<file path="src/rtl/ctt_pkg.sv">
// ----------------------------------------------------------------------------
// ctt_pkg
// shared types and constants of the timed cue table tracker
// ----------------------------------------------------------------------------
package ctt_pkg;

    localparam int TIME_W   = 32;
    localparam int HANDLE_W = 16;
    localparam int KIND_W   = 3;
    localparam int DUR_W    = 23;

    localparam logic [TIME_W-1:0] TOTAL_RESET_MS = 32'd300000;
    localparam logic [TIME_W-1:0] CUE_TAIL_MS    = 32'd10000;
    localparam logic [9:0]        MS_PER_S       = 10'd1000;

    localparam logic [KIND_W-1:0] KIND_CUE   = 3'd0;
    localparam logic [KIND_W-1:0] KIND_TICK  = 3'd1;
    localparam logic [KIND_W-1:0] KIND_DUR   = 3'd2;
    localparam logic [KIND_W-1:0] KIND_END   = 3'd3;
    localparam logic [KIND_W-1:0] KIND_RESET = 3'd4;

    localparam logic RES_DISPLAY  = 1'b0;
    localparam logic RES_PROGRESS = 1'b1;

    typedef struct packed {
        logic                ins_en;
        logic                cmp_en;
        logic [TIME_W-1:0]   key;
        logic [HANDLE_W-1:0] handle;
    } cell_ctl_t;

    typedef struct packed {
        logic                kind;
        logic [HANDLE_W-1:0] current_handle;
        logic                has_next;
        logic [HANDLE_W-1:0] next_handle;
        logic [TIME_W-1:0]   elapsed_ms;
        logic [TIME_W-1:0]   total_ms;
        logic                last;
    } res_t;

endpackage

</file>
<file path="src/rtl/ctt_cell.sv">
// ----------------------------------------------------------------------------
// ctt_cell
// one table slot: holds a cue, shifts right on insertion, flags the last
// cue at or before a query time
// ----------------------------------------------------------------------------
module ctt_cell (
    input  logic                          clk,
    input  logic                          rst_n,
    input  ctt_pkg::cell_ctl_t            ctl,
    input  logic                          occupied,
    input  logic                          at_end,
    input  logic                          left_gt,
    input  logic [ctt_pkg::TIME_W-1:0]    left_time,
    input  logic [ctt_pkg::HANDLE_W-1:0]  left_handle,
    input  logic                          left_hit,
    input  logic                          right_le,
    output logic                          gt,
    output logic                          le,
    output logic [ctt_pkg::TIME_W-1:0]    cue_time,
    output logic [ctt_pkg::HANDLE_W-1:0]  cue_handle,
    output logic                          hit,
    output logic [ctt_pkg::HANDLE_W-1:0]  sel_handle,
    output logic                          nxt_valid,
    output logic [ctt_pkg::HANDLE_W-1:0]  nxt_handle
);
    import ctt_pkg::*;

    logic [TIME_W-1:0]   time_reg;
    logic [TIME_W-1:0]   time_next;
    logic [HANDLE_W-1:0] handle_reg;
    logic [HANDLE_W-1:0] handle_next;
    logic                hit_reg;
    logic                hit_next;

    assign gt = occupied && (time_reg > ctl.key);
    assign le = occupied && (time_reg <= ctl.key);

    always_comb
    begin
        time_next   = time_reg;
        handle_next = handle_reg;
        hit_next    = hit_reg;
        if (ctl.ins_en && (gt || at_end))
        begin
            time_next   = left_gt ? left_time   : ctl.key;
            handle_next = left_gt ? left_handle : ctl.handle;
        end
        if (ctl.cmp_en)
        begin
            hit_next = le && !right_le;
        end
    end

    always_ff @(posedge clk)
    begin
        time_reg   <= time_next;
        handle_reg <= handle_next;
    end

    always_ff @(posedge clk or negedge rst_n)
    begin
        if (!rst_n)
        begin
            hit_reg <= 1'b0;
        end
        else
        begin
            hit_reg <= hit_next;
        end
    end

    assign cue_time   = time_reg;
    assign cue_handle = handle_reg;
    assign hit        = hit_reg;
    assign sel_handle = hit_reg ? handle_reg : '0;
    assign nxt_valid  = left_hit && occupied;
    assign nxt_handle = nxt_valid ? handle_reg : '0;

endmodule

</file>
<file path="config.mk">
export PLATFORM = sky130hd
export DESIGN_NAME = ctt_cell
export DESIGN_NICKNAME = d
export VERILOG_FILES = /design/src/rtl/ctt_pkg.sv /design/src/rtl/ctt_cell.sv
export SDC_FILE = /design/constraint.sdc
export NUM_CORES = 1
export LEC_CHECK = 0
export ABC_AREA = 1
export BUFFER_PORTS_ARGS = -buffer_cell sky130_fd_sc_hd__buf_4
export CAP_MARGIN = 10
export CORE_UTILIZATION = 40
export CTS_BUF_LIST = sky130_fd_sc_hd__clkbuf_8
export DETAILED_ROUTE_END_ITERATION = 7
export GPL_TIMING_DRIVEN = 0
export PLACE_DENSITY_LB_ADDON = 0.3
export SLEW_MARGIN = 20
export SYNTH_ARGS = -nofsm -noshare
export SYNTH_HDL_FRONTEND = slang
export SYNTH_SLANG_ARGS = --single-unit
</file>
<file path="constraint.sdc">
create_clock -name clk -period 4.1 [get_ports clk]
set_input_delay 1.025 -clock clk [delete_from_list [all_inputs] [get_ports clk]]
set_output_delay 1.025 -clock clk [all_outputs]
set_load 0.03 [all_outputs]
</file>
==> flow_metrics.env <==
export IMPL_status="finished, final reports clean"
export IMPL_ys_ff_latch=49
export IMPL_ir_worst_vdd_v=0.0001460
export IMPL_hpwl_mm=7.015
export IMPL_postCtsHoldBufs=0
export IMPL_drt_iter0_markers=81
export IMPL_cp_max_fo=3
export IMPL_clock_sinks=49
export IMPL_syn_nets=492
export IMPL_largest_reg_flops=32
export IMPL_synth_yosys_warnings=0
export IMPL_fin_crit_sh_pct=85.61
export IMPL_grt_usage_pct=21.08
export IMPL_core_region_area_um2=7687
export IMPL_clk_latency_ns=0.30
export IMPL_setup_violations=0
export IMPL_dpl_cell_area_um2=4748
export IMPL_crit_required_ns=3.07
export IMPL_die_w_um=90.80
export IMPL_io_buffers=187
export IMPL_ctsResizeCount=0
export IMPL_worst_setup_path_startpoint="ctl[47]"
export IMPL_start_util_pct=41.03
export IMPL_drive_above_1_share_pct=40.76
export IMPL_vias_per_cell=4.609
export IMPL_setup_ws_ns=0.5898
export IMPL_clockRootBuffer="clkbuf_8"
export IMPL_end_kind="primary output"
export IMPL_r2r_end="cue_time[2]"
export IMPL_cpPeakStageDelay_ns=0.30
export IMPL_ant_nets=0
export IMPL_rows=32
export IMPL_fin_area_um2=4830
export IMPL_p_leak_nw=2.589
export IMPL_yosys_top_cells_area="edfxtp_1 46%, ha_1 13%, nand2_1 9.6%"
export IMPL_path_clk_slew_ns=0.09
export IMPL_syn_mean_instance_area_um2=8.885
export IMPL_start_kind="input pin"
export IMPL_yosysSeqAreaShare_pct=46.49
export IMPL_crit_top_cell="buf_4"
export IMPL_hold_class="in -> async"
export IMPL_crit_type="in -> out"
export IMPL_finalHoldViolations=0
export IMPL_path_cells="buf_4 -> inv_1 -> ha_1 -> nand2_2 -> nor3_2 -> nand2_1 -> nor2_2 -> nand4_2 -> a21boi_1 -> buf_4"
export IMPL_timing_rr_start="cue_time[31]"
export IMPL_nNetsFinal=688
export IMPL_layout_cells_non_filler=654
export IMPL_antenna_found_initial=0
export IMPL_synth_top_area_share_pct=45.70
export IMPL_fp_dieH_um=90.80
export IMPL_skew_ns=0.01173
export IMPL_dp_cells=646
export IMPL_crit_buf_inv=3
export IMPL_cap_violations=0
export IMPL_r2r_slack_ns=1.69
export IMPL_h_tree_depth=2
export IMPL_grt_pass1_wl_mm=13.86
export IMPL_cp_arrival_ns=2.49
export IMPL_cp_slowest_cell="ha_1"
export IMPL_fin_crit_ns=3.510
export IMPL_postCtsSetupRepairBufs=0
export IMPL_cp_depth=10
export IMPL_power_density_nw_per_um2=274.4
export IMPL_post_place_ws_ns=0.5570
export IMPL_fmax_mhz=284.9
export IMPL_syn_instance_count=355
export IMPL_worst_pin_slew_ns=0.4682
export IMPL_reg2reg_depth=10
export IMPL_clockBufferDepth=2
export IMPL_drc_errors=0
export IMPL_wl_mm=8.621
export IMPL_critPathTopFamily="simple AND/OR/NAND/NOR gates"
export IMPL_slew_headroom_pct=68.79
export IMPL_die_area_um2=8245
export IMPL_cts_tree="yes"
export IMPL_maxSlewViolCount=0
export IMPL_numCtsBuffers=5
export IMPL_n_fill_cell=678
export IMPL_synth_area_leader_cell="edfxtp_1"
export IMPL_yosysUniqueCellTypes=24
export IMPL_syn_cell_area_um2=3154
export IMPL_vias=3014
export IMPL_post_drt_wl_per_cell_um=13.18
export IMPL_first_pass_iters=6
export IMPL_area_growth_pct=53.11
export IMPL_place_gp_congestion=0.7799
export IMPL_ios=189
export IMPL_rsz0062_at_grt="false"
export IMPL_grt_max_degree=24
export IMPL_critPathCapture="le"
export IMPL_gr_total_overflow=0
export IMPL_grt_pass1_vias=3079
export IMPL_diodes=0
cells in the final DEF, fill, tap and decap left out, types with 2 or more instances in the layout:
| master | instances |
|---|---|
| clkbuf_1 | 8 |
| o21a_1 | 2 |
| buf_4 | 187 |
| o21ai_1 | 2 |
| nand4_1 | 2 |
| inv_1 | 74 |
| ha_1 | 32 |
| nor2_1 | 24 |
| nand2_1 | 81 |
| a21oi_1 | 14 |
| clkbuf_8 | 5 |
| buf_2 | 4 |
| nand2_2 | 2 |
| nand3_1 | 2 |
| nor3_2 | 2 |
| mux2_2 | 17 |
| a21o_1 | 2 |
| edfxtp_1 | 48 |
| clkinv_1 | 2 |
| buf_16 | 2 |
| o21ai_0 | 32 |
worst register-to-register path, cell delays in order, from the launching register on:
cell and delay (ns):
edfxtp_1 0.40, ha_1 0.32, nand2_2 0.07, nor3_2 0.23, nand2_1 0.09, nor2_2 0.12, nand2_1 0.08, nand2_2 0.09
nand3_2 0.11, a21oi_4 0.37, buf_16 0.23
per-stage QoR:
stage | setup TNS (ns) | hold slack [ns] | power (mW) | utilization (%)
after floorplan | 0 | 0.7294 | 0.8587 | -
final | 0 | 0.4840 | 1.325 | 62.83
after global placement | -32.27 | 0.7424 | 1.040 | 60.95
after detailed placement | 0 | 0.7728 | 1.059 | 61.77
after CTS | 0 | 0.4772 | 1.337 | 62.83
after global routing | 0 | 0.4705 | 1.391 | 62.83
report_power, final:
group | switching, mW | leakage [nW] | internal [mW]
clock | 0.165 | 0.0430 | 0.116
combinational | 0.240 | 2.08 | 0.192
sequential | 0.0196 | 0.470 | 0.593
total | 0.424 | 2.59 | 0.901
synth_stat cells:
cell	number
o21ai_1	2
buf_2	4
nand2_1	81
a21boi_1	1
nand3_2	1
mux2_2	17
o21a_1	2
nor2_2	1
clkbuf_1	8
o21ai_0	32
a21oi_2	1
nor2_1	24
a21o_1	2
nand2_2	2
nand4_2	1
nand3_1	2
inv_2	1
a21oi_1	14
dfrtp_1	1
ha_1	32
nand4_1	2
nor3_2	2
edfxtp_1	48
inv_1	74
routing by layer:
layer | vias to the layer above | global-route usage [%] | share of wire [%]
met4 | 0 | 8.201 | 2.1
met1 | 1343 | 24.49 | 41
met2 | 119 | 37.94 | 50
li1 | 1535 | - | -
met3 | 17 | 4.209 | 6.6
met5 | - | 0 | 0
final cells by class:
class	count	area [um2]	area share, %
Clock inverter	3	12.51	0.2591
Buffer	12	50.05	1.036
Sequential cell	49	1466	30.36
Inverter	75	281.5	5.829
Multi-Input combinational cell	219	1364	28.24
Clock buffer	5	68.82	1.425
Tap cell	102	127.6	2.642
Timing Repair Buffer	189	1459	30.21
cell families (layout without fill, tap and decap cells):
kind of cell	Yosys count	count (layout)	share of synthesized area (%)
and+or+nand+nor	116	116	15.15
buffers and inverters	87	284	10.51
AOI/OAI and AO/OA	54	54	9.084
DFF	49	49	46.49
adders and majority gates	32	32	12.69
muxes	17	17	6.069
how the worst min path moves through the flow:
| stage | endpoint | slack (ns) | cells after the start |
|---|---|---|---|
| floorplan | hit | 0.73 | 0 |
| global placement | hit | 0.74 | 3 |
| detailed placement | hit | 0.77 | 3 |
| CTS | hit | 0.48 | 1 |
| global route | hit | 0.47 | 1 |
| finish | hit | 0.48 | 1 |
(Power assumes the default switching activity.)
